### src/lpxr_pkg.sv
// ----------------------------------------------------------------------------
// LCM prime exponent ranker package
// Widths, limits, the prime table and its reciprocals, and the ranker's
// sequencer state type; the checker uses the LCM limit.
// ----------------------------------------------------------------------------
package lpxr_pkg;

    localparam int C_VALUE_W   = 7;
    localparam int C_EXP_W     = 3;
    localparam int C_LCM_W     = 27;
    localparam int C_REC_W     = 16;
    localparam int C_REC_SHIFT = 16;
    localparam int C_MUL_W     = C_LCM_W + C_REC_W;
    localparam int C_TAB_DEPTH = 31;
    localparam int C_TAB_IW    = 5;
    localparam int C_MAX_VALUE = 100;

    localparam logic [C_LCM_W-1:0] C_LCM_LIMIT = 27'd100000000;
    localparam logic [C_EXP_W-1:0] C_EXP_MAX   = 3'd7;

    typedef enum logic [1:0] {
        ST_IDLE,
        ST_FACT,
        ST_LCM,
        ST_RANK
    } t_state;

    // Primes that can divide a seven-bit value; larger primes never divide.
    function automatic logic [C_VALUE_W-1:0] prime_at(input logic [C_TAB_IW-1:0] idx);
        logic [C_VALUE_W-1:0] p;
        case (idx)
            5'd0:    p = 7'd2;
            5'd1:    p = 7'd3;
            5'd2:    p = 7'd5;
            5'd3:    p = 7'd7;
            5'd4:    p = 7'd11;
            5'd5:    p = 7'd13;
            5'd6:    p = 7'd17;
            5'd7:    p = 7'd19;
            5'd8:    p = 7'd23;
            5'd9:    p = 7'd29;
            5'd10:   p = 7'd31;
            5'd11:   p = 7'd37;
            5'd12:   p = 7'd41;
            5'd13:   p = 7'd43;
            5'd14:   p = 7'd47;
            5'd15:   p = 7'd53;
            5'd16:   p = 7'd59;
            5'd17:   p = 7'd61;
            5'd18:   p = 7'd67;
            5'd19:   p = 7'd71;
            5'd20:   p = 7'd73;
            5'd21:   p = 7'd79;
            5'd22:   p = 7'd83;
            5'd23:   p = 7'd89;
            5'd24:   p = 7'd97;
            5'd25:   p = 7'd101;
            5'd26:   p = 7'd103;
            5'd27:   p = 7'd107;
            5'd28:   p = 7'd109;
            5'd29:   p = 7'd113;
            5'd30:   p = 7'd127;
            default: p = '0;
        endcase
        return p;
    endfunction

    // Rounded-up reciprocals 2^16 / p for the multiply-based divisibility test.
    function automatic logic [C_REC_W-1:0] recip_at(input logic [C_TAB_IW-1:0] idx);
        logic [C_REC_W-1:0] r;
        case (idx)
            5'd0:    r = 16'd32768;
            5'd1:    r = 16'd21846;
            5'd2:    r = 16'd13108;
            5'd3:    r = 16'd9363;
            5'd4:    r = 16'd5958;
            5'd5:    r = 16'd5042;
            5'd6:    r = 16'd3856;
            5'd7:    r = 16'd3450;
            5'd8:    r = 16'd2850;
            5'd9:    r = 16'd2260;
            5'd10:   r = 16'd2115;
            5'd11:   r = 16'd1772;
            5'd12:   r = 16'd1599;
            5'd13:   r = 16'd1525;
            5'd14:   r = 16'd1395;
            5'd15:   r = 16'd1237;
            5'd16:   r = 16'd1111;
            5'd17:   r = 16'd1075;
            5'd18:   r = 16'd979;
            5'd19:   r = 16'd924;
            5'd20:   r = 16'd898;
            5'd21:   r = 16'd830;
            5'd22:   r = 16'd790;
            5'd23:   r = 16'd737;
            5'd24:   r = 16'd676;
            5'd25:   r = 16'd649;
            5'd26:   r = 16'd637;
            5'd27:   r = 16'd613;
            5'd28:   r = 16'd602;
            5'd29:   r = 16'd580;
            5'd30:   r = 16'd517;
            default: r = '0;
        endcase
        return r;
    endfunction

endpackage

### src/lcm_prime_exponent_ranker_unit.sv
// ----------------------------------------------------------------------------
// LCM prime exponent ranker
// Factors each word by trial division over the prime table, keeps the largest
// exponent per prime, and after the last word of a set emits the ranked
// factors of the least common multiple with the saturated LCM.
// ----------------------------------------------------------------------------
// Factoring tries the primes in table order and divides out each factor
// found, stopping once the value is 1 or the last prime has been tried. A
// set-closing word then multiplies each prime into the LCM as often as its
// exponent; a scan by exponent level then emits the ranked results. The
// divisibility test and the LCM product share one multiplier. Synchronous
// active-low reset clears sequencer, output valid and exponent table at once.
module lcm_prime_exponent_ranker_unit #(
    parameter int NUM_PRIMES = 25
) (
    input  logic        i_clk,
    input  logic        i_rst_n,
    input  logic        i_in_valid,
    output logic        o_in_ready,
    input  logic [6:0]  i_value,
    input  logic        i_last,
    output logic        o_out_valid,
    input  logic        i_out_ready,
    output logic [26:0] o_lcm,
    output logic        o_overflow,
    output logic [6:0]  o_prime,
    output logic [2:0]  o_exponent,
    output logic        o_last_res
);

    localparam int NP = (NUM_PRIMES < lpxr_pkg::C_TAB_DEPTH) ?
                        NUM_PRIMES : lpxr_pkg::C_TAB_DEPTH;
    localparam int IW = (NP > 1) ? $clog2(NP) : 1;
    localparam int CW = $clog2(NP + 1);
    localparam logic [IW-1:0] IDX_LAST = IW'(NP - 1);

    lpxr_pkg::t_state r_state, n_state;

    logic [lpxr_pkg::C_EXP_W-1:0]   r_mexp [NP];
    logic [lpxr_pkg::C_VALUE_W-1:0] r_v, n_v;
    logic                           r_last, n_last;
    logic [IW-1:0]                  r_idx, n_idx;
    logic [lpxr_pkg::C_EXP_W-1:0]   r_e, n_e;
    logic [lpxr_pkg::C_EXP_W-1:0]   r_kcnt, n_kcnt;
    logic [lpxr_pkg::C_LCM_W-1:0]   r_lcm, n_lcm;
    logic                           r_ovf, n_ovf;
    logic [CW-1:0]                  r_nz, n_nz;
    logic [CW-1:0]                  r_sent, n_sent;
    logic [lpxr_pkg::C_EXP_W-1:0]   r_top, n_top;
    logic [lpxr_pkg::C_EXP_W-1:0]   r_lvl, n_lvl;

    logic                           r_ovalid, n_ovalid;
    logic [lpxr_pkg::C_LCM_W-1:0]   r_olcm, n_olcm;
    logic                           r_oovf, n_oovf;
    logic [lpxr_pkg::C_VALUE_W-1:0] r_oprime, n_oprime;
    logic [lpxr_pkg::C_EXP_W-1:0]   r_oexp, n_oexp;
    logic                           r_olast, n_olast;

    logic [lpxr_pkg::C_EXP_W-1:0]   cur_exp;
    logic [lpxr_pkg::C_VALUE_W-1:0] prime_cur;
    logic [lpxr_pkg::C_REC_W-1:0]   recip_cur;
    logic [lpxr_pkg::C_LCM_W-1:0]   mul_a;
    logic [lpxr_pkg::C_REC_W-1:0]   mul_b;
    logic [lpxr_pkg::C_MUL_W-1:0]   mul_p;
    logic                           fact_div;
    logic                           fact_done;
    logic                           lcm_over;
    logic                           lcm_mul;
    logic                           can_load;
    logic                           rank_hit;
    logic                           rank_last;
    logic                           rank_fin;
    logic                           tbl_we;

    assign cur_exp   = r_mexp[r_idx];
    assign prime_cur = lpxr_pkg::prime_at(lpxr_pkg::C_TAB_IW'(r_idx));
    assign recip_cur = lpxr_pkg::recip_at(lpxr_pkg::C_TAB_IW'(r_idx));

    // The shared multiplier tests divisibility while factoring and grows the
    // LCM afterwards.
    always_comb begin
        if (r_state == lpxr_pkg::ST_FACT) begin
            mul_a = lpxr_pkg::C_LCM_W'(r_v);
            mul_b = recip_cur;
        end else begin
            mul_a = r_lcm;
            mul_b = lpxr_pkg::C_REC_W'(prime_cur);
        end
    end

    assign mul_p = lpxr_pkg::C_MUL_W'(mul_a) * lpxr_pkg::C_MUL_W'(mul_b);

    assign fact_div  = mul_p[lpxr_pkg::C_REC_SHIFT-1:0] < recip_cur;
    assign fact_done = !fact_div && ((r_v == 7'd1) || (r_idx == IDX_LAST));
    assign lcm_over  = mul_p > lpxr_pkg::C_MUL_W'(lpxr_pkg::C_LCM_LIMIT);
    assign lcm_mul   = r_kcnt != cur_exp;
    assign can_load  = !r_ovalid || i_out_ready;
    assign rank_hit  = cur_exp == r_lvl;
    assign rank_last = (r_sent + CW'(1)) == r_nz;
    assign rank_fin  = (r_state == lpxr_pkg::ST_RANK) && can_load &&
                       ((r_nz == '0) || (rank_hit && rank_last));
    assign tbl_we    = (r_state == lpxr_pkg::ST_FACT) && !fact_div && (r_e > cur_exp);

    always_comb begin
        n_state = r_state;
        case (r_state)
            lpxr_pkg::ST_IDLE: begin
                if (i_in_valid) begin
                    n_state = lpxr_pkg::ST_FACT;
                end
            end
            lpxr_pkg::ST_FACT: begin
                if (fact_done) begin
                    n_state = r_last ? lpxr_pkg::ST_LCM : lpxr_pkg::ST_IDLE;
                end
            end
            lpxr_pkg::ST_LCM: begin
                if (!lcm_mul && (r_idx == IDX_LAST)) begin
                    n_state = lpxr_pkg::ST_RANK;
                end
            end
            lpxr_pkg::ST_RANK: begin
                if (rank_fin) begin
                    n_state = lpxr_pkg::ST_IDLE;
                end
            end
            default: n_state = lpxr_pkg::ST_IDLE;
        endcase
    end

    always_comb begin
        o_in_ready  = (r_state == lpxr_pkg::ST_IDLE);
        o_out_valid = r_ovalid;
        o_lcm       = r_olcm;
        o_overflow  = r_oovf;
        o_prime     = r_oprime;
        o_exponent  = r_oexp;
        o_last_res  = r_olast;
    end

    always_comb begin
        n_v      = r_v;
        n_last   = r_last;
        n_idx    = r_idx;
        n_e      = r_e;
        n_kcnt   = r_kcnt;
        n_lcm    = r_lcm;
        n_ovf    = r_ovf;
        n_nz     = r_nz;
        n_sent   = r_sent;
        n_top    = r_top;
        n_lvl    = r_lvl;
        n_ovalid = r_ovalid && !i_out_ready;
        n_olcm   = r_olcm;
        n_oovf   = r_oovf;
        n_oprime = r_oprime;
        n_oexp   = r_oexp;
        n_olast  = r_olast;
        case (r_state)
            lpxr_pkg::ST_IDLE: begin
                if (i_in_valid) begin
                    if ((i_value == '0) || (int'(i_value) > lpxr_pkg::C_MAX_VALUE)) begin
                        n_v = 7'd1;
                    end else begin
                        n_v = i_value;
                    end
                    n_last = i_last;
                    n_idx  = '0;
                    n_e    = '0;
                end
            end
            lpxr_pkg::ST_FACT: begin
                if (fact_div) begin
                    n_v = mul_p[lpxr_pkg::C_REC_SHIFT +: lpxr_pkg::C_VALUE_W];
                    if (r_e != lpxr_pkg::C_EXP_MAX) begin
                        n_e = r_e + 3'd1;
                    end
                end else begin
                    n_e = '0;
                    if (fact_done) begin
                        n_idx  = '0;
                        n_kcnt = '0;
                        n_lcm  = 27'd1;
                        n_ovf  = 1'b0;
                        n_nz   = '0;
                        n_top  = '0;
                    end else begin
                        n_idx = r_idx + IW'(1);
                    end
                end
            end
            lpxr_pkg::ST_LCM: begin
                if (lcm_mul) begin
                    n_lcm  = lcm_over ? lpxr_pkg::C_LCM_LIMIT :
                                        mul_p[lpxr_pkg::C_LCM_W-1:0];
                    n_ovf  = r_ovf || lcm_over;
                    n_kcnt = r_kcnt + 3'd1;
                end else begin
                    n_kcnt = '0;
                    if (cur_exp != '0) begin
                        n_nz = r_nz + CW'(1);
                        if (cur_exp > r_top) begin
                            n_top = cur_exp;
                        end
                    end
                    if (r_idx == IDX_LAST) begin
                        n_lvl  = n_top;
                        n_sent = '0;
                    end else begin
                        n_idx = r_idx + IW'(1);
                    end
                end
            end
            lpxr_pkg::ST_RANK: begin
                if (can_load) begin
                    if (r_nz == '0) begin
                        n_ovalid = 1'b1;
                        n_olcm   = r_lcm;
                        n_oovf   = r_ovf;
                        n_oprime = '0;
                        n_oexp   = '0;
                        n_olast  = 1'b1;
                    end else begin
                        if (rank_hit) begin
                            n_ovalid = 1'b1;
                            n_olcm   = r_lcm;
                            n_oovf   = r_ovf;
                            n_oprime = prime_cur;
                            n_oexp   = r_lvl;
                            n_olast  = rank_last;
                            n_sent   = r_sent + CW'(1);
                        end
                        if (r_idx == '0) begin
                            n_idx = IDX_LAST;
                            n_lvl = r_lvl - 3'd1;
                        end else begin
                            n_idx = r_idx - IW'(1);
                        end
                    end
                end
            end
            default: begin
                n_e = '0;
            end
        endcase
    end

    always_ff @(posedge i_clk) begin
        if (!i_rst_n) begin
            r_state  <= lpxr_pkg::ST_IDLE;
            r_ovalid <= 1'b0;
            r_last   <= 1'b0;
            r_idx    <= '0;
            r_e      <= '0;
            r_kcnt   <= '0;
            r_nz     <= '0;
            r_sent   <= '0;
            r_top    <= '0;
            r_lvl    <= '0;
            for (int i = 0; i < NP; i++) begin
                r_mexp[i] <= '0;
            end
        end else begin
            r_state  <= n_state;
            r_ovalid <= n_ovalid;
            r_last   <= n_last;
            r_idx    <= n_idx;
            r_e      <= n_e;
            r_kcnt   <= n_kcnt;
            r_nz     <= n_nz;
            r_sent   <= n_sent;
            r_top    <= n_top;
            r_lvl    <= n_lvl;
            if (rank_fin) begin
                for (int i = 0; i < NP; i++) begin
                    r_mexp[i] <= '0;
                end
            end else if (tbl_we) begin
                r_mexp[r_idx] <= r_e;
            end
        end
    end

    always_ff @(posedge i_clk) begin
        r_v      <= n_v;
        r_lcm    <= n_lcm;
        r_ovf    <= n_ovf;
        r_olcm   <= n_olcm;
        r_oovf   <= n_oovf;
        r_oprime <= n_oprime;
        r_oexp   <= n_oexp;
        r_olast  <= n_olast;
    end

endmodule

### config.mk
export PLATFORM = sky130hd
export DESIGN_NAME = lcm_prime_exponent_ranker_unit
export DESIGN_NICKNAME = d
export VERILOG_FILES = /design/src/lpxr_pkg.sv /design/src/lcm_prime_exponent_ranker_unit.sv
export SDC_FILE = /design/constraint.sdc
export NUM_CORES = 1
export LEC_CHECK = 0
export ABC_AREA = 1
export BUFFER_PORTS_ARGS = -buffer_cell sky130_fd_sc_hd__buf_4
export CORE_ASPECT_RATIO = 1.25
export CORE_MARGIN = 4
export CORE_UTILIZATION = 30
export CTS_BUF_LIST = sky130_fd_sc_hd__clkbuf_16
export CTS_CLUSTER_SIZE = 8
export DETAILED_ROUTE_END_ITERATION = 8
export MAX_ROUTING_LAYER = met4
export PLACE_DENSITY = 0.53
export SYNTH_ARGS = -nofsm -noshare
export SYNTH_HDL_FRONTEND = slang
export SYNTH_SLANG_ARGS = --single-unit
export TNS_END_PERCENT = 10
### constraint.sdc
create_clock -name i_clk -period 22.6 [get_ports i_clk]
set_input_delay 2.26 -clock i_clk [delete_from_list [all_inputs] [get_ports i_clk]]
set_output_delay 2.26 -clock i_clk [all_outputs]
set_load 0.01 [all_outputs]
After elaboration in Yosys (flattened, before gate mapping)
Memories as Yosys holds them, arrays and structs flattened. A register that Yosys moved wholly into a read port is not among the register bits.
Index checks and enable logic that the tools add are counted.

operators by class
  $add $sub $neg = 7
  $mul = 1
  order comparisons = 5
  equal/unequal tests = 25
  mux-type cells = 112
  bitwise operators = 25
  reductions and logical operators = 39

operators by type and width
  operator              count
  $mux 27               7
  $mux 3                41
  $mux 5                24
  $pmux 27 s2           1
  $gt 43x27->1 const B  1
  $mul 27x16->43        1
  $mux 7                4
  $ne 2x2->1 const B    14
  $or 1x1->1            25
  $pmux 3 s2            4
  $pmux 5 s2            2
  $pmux 5 s4            1
  $mux 1                19
  $reduce_and 6->1      3
  $lt 16x16->1          1
  $mux 16               1
  $add 5x1->5 const B   3
  $pmux 7 s2            1
  $reduce_and 3->1      4
  $reduce_and 4->1      3
  $logic_not 5->1       2
  $mux 2                5
  $logic_and 1x1->1     8
  $pmux 2 s4            1
  25 further kinds      38

storage, ports and cells
  flip-flop bits (word level) = 105
  memory bits (writable) = 75
  bits in read-only memories = 736
  input bits = 12
  output and inout bits = 41
  word-level logic and storage cells = 235
  memories kept = 3

memories
  name             words  width  read ports  clocked after Yosys merged registers in  write ports  line                                  RTL
  (no name shown)  32     16     1           1                                        0            lpxr_pkg.sv:71                        case (idx)
  (no name shown)  32     7      1           1                                        0            lpxr_pkg.sv:31                        case (idx)
  r_mexp           25     3      1           1                                        25           lcm_prime_exponent_ranker_unit.sv:39  logic [lpxr_pkg::C_EXP_W-1:0] r_mexp [NP];

Depth between registers and ports, before layout
Gate-level depths: netlist (run 1).

  depth in word-level cells = 13
  mapped depth = 50
  depth with buffers taken out = 49

Least setup slack after synthesis (run 1)
OpenSTA, ideal clock, no wires.

  path kind = register to register
  from = register r_state[0]
  to = register r_lcm[0] (netlist name) (enable)
  library setup time = 456 ps
  arrival time = 9020 ps
  data required time = 22144 ps
  setup slack = 13124 ps
  stages on the path, launching flop included = 36
  buffers on the path = 3
  path through = dfxtp_1 buf_2 nand2_2 inv_1 clkbuf_1 buf_1 nor2_1 a21oi_1 nor2_1 fa_1 inv_1 fa_1 fa_1 fa_1 inv_1 fa_1 inv_1 fa_1 inv_1 ha_1 nand2_1 inv_1 a21oi_2 o21ai_1 or2_2 nand2_1 ha_1 nand2_1 inv_1 nand3_1 a31o_2 o211a_1 nand2_1 nand2_1 nand2_1 a21boi_0

between the ends
  longest elaborated chain between the ends = 8
  elaborated cells between the ends (all ways) = 13
  those cells by class = mul: 1; order compare: 1; eq/ne: 5; mux: 2; reduce/logical: 4

RTL lines
  item                                       line                                                                         RTL
  start, declared                            lcm_prime_exponent_ranker_unit.sv:37                                         lpxr_pkg::t_state r_state, n_state;
  start signal, assigned                     lcm_prime_exponent_ranker_unit.sv:250                                        r_state <= lpxr_pkg::ST_IDLE;
  start signal, assigned                     lcm_prime_exponent_ranker_unit.sv:264                                        r_state <= n_state;
  $eq 2x1->1                                 lcm_prime_exponent_ranker_unit.sv:82, lcm_prime_exponent_ranker_unit.sv:159
  $mux 27 / $mux 16 (equally long branches)  lcm_prime_exponent_ranker_unit.sv:82                                         if (r_state == lpxr_pkg::ST_FACT) begin
  $mul 27x16->43                             lcm_prime_exponent_ranker_unit.sv:91                                         assign mul_p = lpxr_pkg::C_MUL_W'(mul_a) * lpxr_pkg::C_MUL_W'(mul_b);
  $lt 16x16->1                               lcm_prime_exponent_ranker_unit.sv:93                                         assign fact_div = mul_p[lpxr_pkg::C_REC_SHIFT-1:0] < recip_cur;
  $logic_not 1->1                            lcm_prime_exponent_ranker_unit.sv:94                                         assign fact_done = !fact_div && ((r_v == 7'd1) || (r_idx == IDX_LAST));
  $logic_and 1x1->1                          lcm_prime_exponent_ranker_unit.sv:94
  $ne 2x2->1 (no source line)                n/a
  $reduce_and 4->1 (no source line) (*)      n/a
  end signal, assigned                       lcm_prime_exponent_ranker_unit.sv:286                                        r_lcm <= n_lcm;
  end, declared                              lcm_prime_exponent_ranker_unit.sv:45                                         logic [lpxr_pkg::C_LCM_W-1:0] r_lcm, n_lcm;

Mark *: on every way between the ends. The rest lies on a longest branch, timed or not.
A chain may end at the register's enable or synchronous reset.

==> flow_summary_export.csv, run 1 <==
group,metric,value,unit
drt,via_per_inst,4.59,
floorplanning,start_util,0.302,
worst_setup_path,r2r_end,"recip_cur[6]",
sta,tns,0,ns
worst_setup_path,cp.arrival,10.76,ns
clock_tree,cts_resized,0,
synth,async_flop_share,0,
floorplanning,ioPinCount,53,
worst_setup_path,start_kind,"register",
synth,yosys.area.top_type,"fa_1",
drt,drc,0,
synth,yosys.area_share.adder,0.362,
synth,synth.top_cell.area_share,0.283,
hold_path,hold_end,"r_sent[4]",
job,drv_cap,0,
clock_tree,root_buffer,"clkbuf_16",
worst_setup_path,max_stage_delay,0.74,ns
final_layout,diodes,0,
floorplanning,fp.dieH,328,microns
synth,yosys.area_share.simple,0.212,
worst_setup_path,critPathCaptureType,"register",
clock_tree,cts_tree,"built",
clock_tree,cts_buffers,36,
synth,synth-compound-area-share,0.0471,
synth,synth_top_family_by_area,"adder cells",
drt,antenna_left,0,
sta,max_slew_margin,0.320,
hold_path,hold_path_class,"register to register",
clock_tree,clockBufferDepth,3,
global_route,grt_max_degree,50,
worst_setup_path,critPathRequiredTime,23.04,ns
clock_tree,clk-insertion-delay-late,0.56,ns
clock_tree,hold_buffers,0,
clock_tree,clock-sinks,229,
status,status,"finished clean",
global_route,grt_pass1_wl,115000,microns
synth,synth_area_leaders,"fa_1 28%, edfxtp_1 21%, nand2_1 10%, inv_1 9.6%, ha_1 7.9%",
drt,dr_wl_met2,38800,microns
sta,setup_violations,0,
floorplanning,dieArea,86700,sq um
clock_tree,cts_setup_buffers,0,
hold_path,hold_depth,2,
drt,wl_per_cell,16.7,microns
global_route,grt.overflow.total,0,
worst_setup_path,rrSetupSlack,12.28,ns
final_layout,layout.nets,3677,
synth,synthMuxAreaShare,0,
floorplanning,die-width,264,microns
synth,syn_inst,2936,
final_layout,final_layout_size_suffix_gt1_frac,0.0474,
sta,min_period,10.32,ns
synth,synth_ff_type,"edfxtp_1",
sta,drv_slew,0,
final_layout,syn_to_final_growth,13.4,%
drt,routed_wl,71000,microns
worst_setup_path,critPathMaxFanout,44,
sta,skew,0.0173,ns
sta,worst_slew_pin_slew,1.01,ns
floorplanning,rows,117,
drt,wl_met1,27200,microns
sta,rsz0062_at_grt,"false",
placed_design,port_buffers,52,
sta,post-route-period-util,0.457,
drt,highest_layer,"met4",
final_layout,final_common_cell,"nand2_1",
sta,hold_violations,0,
final_layout,fin_util,0.343,
global_route,grt.total_usage,0.173,
clock_tree,cts.clk_slew.worst_paths,0.06,ns
synth,ys_ff_latch,229,
drt,dr_wl_met3,2230,microns
drt,dr.pass1.iters,5,
sta,fmaxAchievable,96.9,MHz
drt,dr_total_vias,19500,
worst_setup_path,critPathSlowestCell,"nor2_1",
global_route,antenna_found_initial,0,
drt,dr.first_iter.drc_count,1072,
synth,avgSynthCellArea,8.38,sq um
worst_setup_path,r2r_cells,48,
floorplanning,core,81400,sq um
final_layout,final_cell_mix,"664 x nand2_1, 645 x inv_1, 348 x fa_1, 318 x nor2_1, 184 x nand3_1",
synth,synth_cell_types,51,
synth,synth_xor_area_frac,0.0135,
synth,yosysSeqAreaShare,0.256,
synth,synth_warnings,0,
synth,synth_edf_count,170,
clock_tree,htreeDepth,2,
synth,synthesis.area,24600,sq um
placed_design,gp_congestion,0.933,
hold_path,worstHoldStart,"r_sent[4]",
global_route,grt_pass1_vias,21000,
placed_design,dp_hpwl,57900,microns
worst_setup_path,worstSetupPathType,"register to register",
## final cells by class
class                           count  area, sq um
Clock buffer                       36          901
Clock inverter                     24          113
Fill cell                        8696        53500
Inverter                          638         2400
Multi-Input combinational cell   2186        16300
Sequential cell                   229         6290
Tap cell                         1071         1340
Timing Repair Buffer               71          533
## metal layers
metal,GRT usage,vias up
met5,-,-
met4,0.0649,0
met3,0.0161,138
met2,0.326,417
met1,0.188,9659
li1,-,9297
## critical path: cells and delay by family, from the launching register on
kind,cells,cell delay (ns)
DFF,1,0.42
AOI/OAI and AO/OA,6,0.94
adders and majority gates,9,3.91
xor gates and xnor gates,1,0.28
and+or+nand+nor,18,2.57
buffers and inverters,14,2.05
## cells in the mapped netlist, drive strengths merged, types with 25 or more instances
library cell and count:
nor2 323, inv 636, a21oi 105, ha 155, nor3 29, nand2 672, nand3 188, clkbuf 29
dfxtp 59, edfxtp 170, xor2 25, o21ai 58, nand4 29, buf 32, fa 348
## how the worst max path moves through the flow
| stage | depth (start not counted) | to |
|---|---|---|
| 5_1_grt | 50 | recip_cur[6] |
| 2_1_floorplan | 35 | r_lcm[0] |
| 6_report | 48 | recip_cur[6] |
| 4_1_cts | 48 | recip_cur[6] |
| 3_5_place_dp | 48 | recip_cur[6] |
| 3_3_place_gp | 49 | recip_cur[2] |
## registers in the layout (all words and copies together), names as in the netlist, 3 cells and up, named ones only
| signal | count |
|---|---|
| o_exponent | 3 |
| o_lcm | 27 |
| o_prime | 7 |
| prime_cur | 7 |
| r_e | 3 |
| r_idx | 5 |
| r_kcnt | 3 |
| r_lcm | 27 |
| r_lvl | 3 |
| r_mexp | 96 |
| r_nz | 5 |
| r_sent | 5 |
| r_top | 3 |
| r_v | 7 |
| recip_cur | 16 |
## stage by stage
step           setup slack [ns]  area (sq um)  cells  hold slack, ns
2_1_floorplan             13.12         25300   3114           0.426
3_3_place_gp              12.68         26900   4195           0.452
3_5_place_dp              12.43         26900   4195           0.460
4_1_cts                   12.36         27900   4255           0.468
5_1_grt                   11.43         27900   4255           0.495
6_report                  12.28         27900   4255           0.462
## cell families after synthesis
family,after synthesis
and+or+nand+nor,1259
buffers and inverters,699
adders and majority gates,503
DFF,229
AOI/OAI and AO/OA,206
xor gates and xnor gates,38
other,2
Power of run 1 is not shown: default switching activity piles up to over one toggle a cycle in this logic, so the estimate is an artifact.
==> inputs of run 2 (changes only) <==
--- a/config.mk
+++ b/config.mk
@@ -5,7 +5,7 @@
 export SDC_FILE = /design/constraint.sdc
 export NUM_CORES = 1
 export LEC_CHECK = 0
-export ABC_AREA = 1
+export ABC_AREA = 0
 export BUFFER_PORTS_ARGS = -buffer_cell sky130_fd_sc_hd__buf_4
 export CORE_ASPECT_RATIO = 1.25
 export CORE_MARGIN = 4
@@ -14,7 +14,7 @@
 export CTS_CLUSTER_SIZE = 8
 export DETAILED_ROUTE_END_ITERATION = 8
 export MAX_ROUTING_LAYER = met4
-export PLACE_DENSITY = 0.53
+export PLACE_DENSITY = 0.55
 export SYNTH_ARGS = -nofsm -noshare
 export SYNTH_HDL_FRONTEND = slang
 export SYNTH_SLANG_ARGS = --single-unit
==> constraint.sdc (replaced) <==
create_clock -name i_clk -period 9.1 [get_ports i_clk]
set_input_delay 0.91 -clock i_clk [delete_from_list [all_inputs] [get_ports i_clk]]
set_output_delay 0.91 -clock i_clk [all_outputs]
set_load 0.01 [all_outputs]
==> flow_summary_export.csv, run 2 <==
group,metric,value,unit
worst_setup_path,crit_top_cell,"fa_1",
worst_setup_path,r2r_end,"prime_cur[1]",
final_layout,top_register,"r_mexp",
drt,antenna_left,0,
clock_tree,clk-insertion-delay-late,0.58,ns
worst_setup_path,critPathSlowestCell,"fa_1",
drt,via_per_inst,4.83,
synth,synth_edf_count,170,
sta,post-route-period-util,0.964,
drt,dr.pass1.iters,6,
drt,dr_total_vias,19200,
clock_tree,clockBufferDepth,3,
synth,ys_ff_latch,229,
sta,min_period,8.77,ns
clock_tree,clock-sinks,229,
clock_tree,root_buffer,"clkbuf_16",
placed_design,gp_congestion,0.905,
final_layout,final_common_cell,"inv_1",
worst_setup_path,worstSetupPathType,"register to register",
clock_tree,cts_tree,"built",
worst_setup_path,critPathTopFamily,"adder cells",
drt,wl_per_cell,17.8,microns
floorplanning,fp.dieH,331,microns
synth,yosysMostFrequentCell,"inv_1",
worst_setup_path,r2r-start,"r_state[0]",
global_route,grt_pass1_vias,19800,
global_route,antenna_found_initial,3,
drt,drc,0,
final_layout,syn_to_final_growth,16.2,%
placed_design,dpl-instance-area,27800,sq um
floorplanning,ioPinCount,53,
synth,yosys.area_share.simple,0.144,
sta,max_slew_margin,0.280,
hold_path,hold_end,"r_last",
synth,synth_ff_type,"edfxtp_1",
clock_tree,cts.clk_slew.worst_paths,0.06,ns
worst_setup_path,critPathRequiredTime,9.55,ns
synth,synth-compound-area-share,0.107,
worst_setup_path,start_kind,"register",
sta,hold_ws,0.465,ns
sta,hold_violations,0,
sta,skew,0.0296,ns
drt,routed_wl,70700,microns
hold_path,hold_depth,2,
worst_setup_path,max_stage_delay,0.55,ns
synth,synth_area_leaders,"fa_1 28%, edfxtp_1 20%, ha_1 7.8%, inv_1 7.0%, dfxtp_1 4.7%",
final_layout,design_area,29100,sq um
floorplanning,start_util,0.302,
global_route,grt_max_degree,41,
synth,synth_cell_types,97,
worst_setup_path,critPathMaxFanout,9,
worst_setup_path,r2r_cells,35,
final_layout,largest_register_ffs,96,
global_route,busiest_layer,"met2",
global_route,grt.total_usage,0.167,
placed_design,dp_hpwl,55800,microns
floorplanning,die-width,266,microns
floorplanning,rows,118,
floorplanning,core,82800,sq um
sta,fmaxAchievable,114,MHz
synth,synth_xor_area_frac,0.0164,
sta,drv_slew,0,
synth,synth_warnings,0,
worst_setup_path,critPathCaptureType,"register",
status,status,"finished clean",
synth,yosys-top-cells-count,"465 x inv_1, 348 x fa_1, 265 x nand2_1",
synth,yosys.area.top_type,"fa_1",
placed_design,port_buffers,52,
final_layout,final_cell_mix,"485 x inv_1, 348 x fa_1, 265 x nand2_1, 187 x nor2_1, 180 x conb_1",
worst_setup_path,critPathBufInv,6,
clock_tree,htreeDepth,2,
global_route,grtUsageMet3,0.0224,
synth,synthesis.area,25000,sq um
synth,avgSynthCellArea,9.69,sq um
global_route,met1_usage,0.210,
hold_path,worstHoldStart,"r_last",
synth,synth_top_family_by_area,"adder cells",
synth,synth.top_cell.area_share,0.278,
global_route,grt.overflow.total,0,
sta,worst_slew_pin_slew,1.08,ns
synth,yosysSeqAreaShare,0.251,
synth,synthMuxAreaShare,0.0356,
worst_setup_path,rrSetupSlack,0.33,ns
global_route,groute.layer.met2.usage,0.285,
synth,syn_inst,2582,
global_route,grt_pass1_wl,112000,microns
sta,setup_violations,0,
floorplanning,dieArea,88100,sq um
final_layout,layout.nets,3373,
hold_path,hold_path_class,"register to register",
final_layout,final_layout_size_suffix_gt1_frac,0.111,
worst_setup_path,cp.arrival,9.22,ns
drt,dr.first_iter.drc_count,1351,
clock_tree,cts_buffers,36,
synth,async_flop_share,0,
synth,yosys.area_share.adder,0.356,
job,drv_cap,0,
run 2: changes by cell type in the layout (fill, tap and decap cells not counted), moves of 14 or more:
cell      before  now
and3_1         0   72
a21o_1         8   36
xnor2_1       13   27
and2_1         0   35
mux2_2         0   22
mux2i_1        0   32
o21ai_1        6   20
inv_1        645  485
nor2_1       318  187
nand3_1      184   40
nand2_1      664  265
nand2b_1       0   14
buf_4         71  160
run 2: layout make-up:
type | instances | area [sq um]
Clock inverter | 29 | 189
Inverter | 471 | 1770
Fill cell | 8460 | 53800
Timing Repair Buffer | 166 | 1290
Clock buffer | 37 | 926
Tap cell | 1080 | 1350
Multi-Input combinational cell | 1954 | 17200
Antenna cell | 3 | 7.51
Sequential cell | 229 | 6290
run 2: worst max-delay path by stage:
stage,start,end,cells past startpoint
2_1_floorplan,r_state[0],recip_cur[2],36
3_3_place_gp,r_state[0],prime_cur[2],32
3_5_place_dp,r_state[0],prime_cur[1],33
4_1_cts,r_state[0],prime_cur[1],33
5_1_grt,r_state[0],recip_cur[9],35
6_report,r_state[0],prime_cur[1],35
run 2: metal layers:
metal,vias up,wire [microns]
met1,9656,30100
met4,0,1980
met2,514,35000
li1,8906,-
met3,112,3630
met5,-,0
run 2: worst register-to-register path: cells and delay by family (launching register included):
kind / cells / cell delay, ns
xor+xnor: 1 / 0.17
compound gates: 9 / 1.41
mux: 1 / 0.30
simple gates: 9 / 1.72
flops: 1 / 0.37
buf+inv: 6 / 0.66
fa+ha+maj: 9 / 4.03
run 2: kinds of logic (layout without fill, tap and decap cells):
kind of cell | count (synthesis) | in the layout
compound gates | 401 | 401
xor+xnor | 46 | 46
fa+ha+maj | 503 | 503
buf+inv | 577 | 703
flops | 229 | 229
mux | 71 | 71
other cells | 2 | 183
simple gates | 753 | 753
run 2: metrics by stage:
step / utilization / cells / setup WS [ns] / TNS [ns]
finish: 0.351 / 3969 / 0.326 / 0
CTS: 0.349 / 3964 / 0.173 / 0
global route: 0.351 / 3968 / -0.0169 / -0.0169
detailed placement: 0.336 / 3898 / 0.216 / 0
floorplan: - / 2760 / 0.0108 / 0
global placement: 0.336 / 3898 / 0.287 / 0
run 2: repair_timing:
item	in CTS	in global routing
resized for setup	0	25
setup buffers	0	2
setup endpoints to repair	0	18
hold buffers	0	0
Power of run 2 is left out for the same reason.
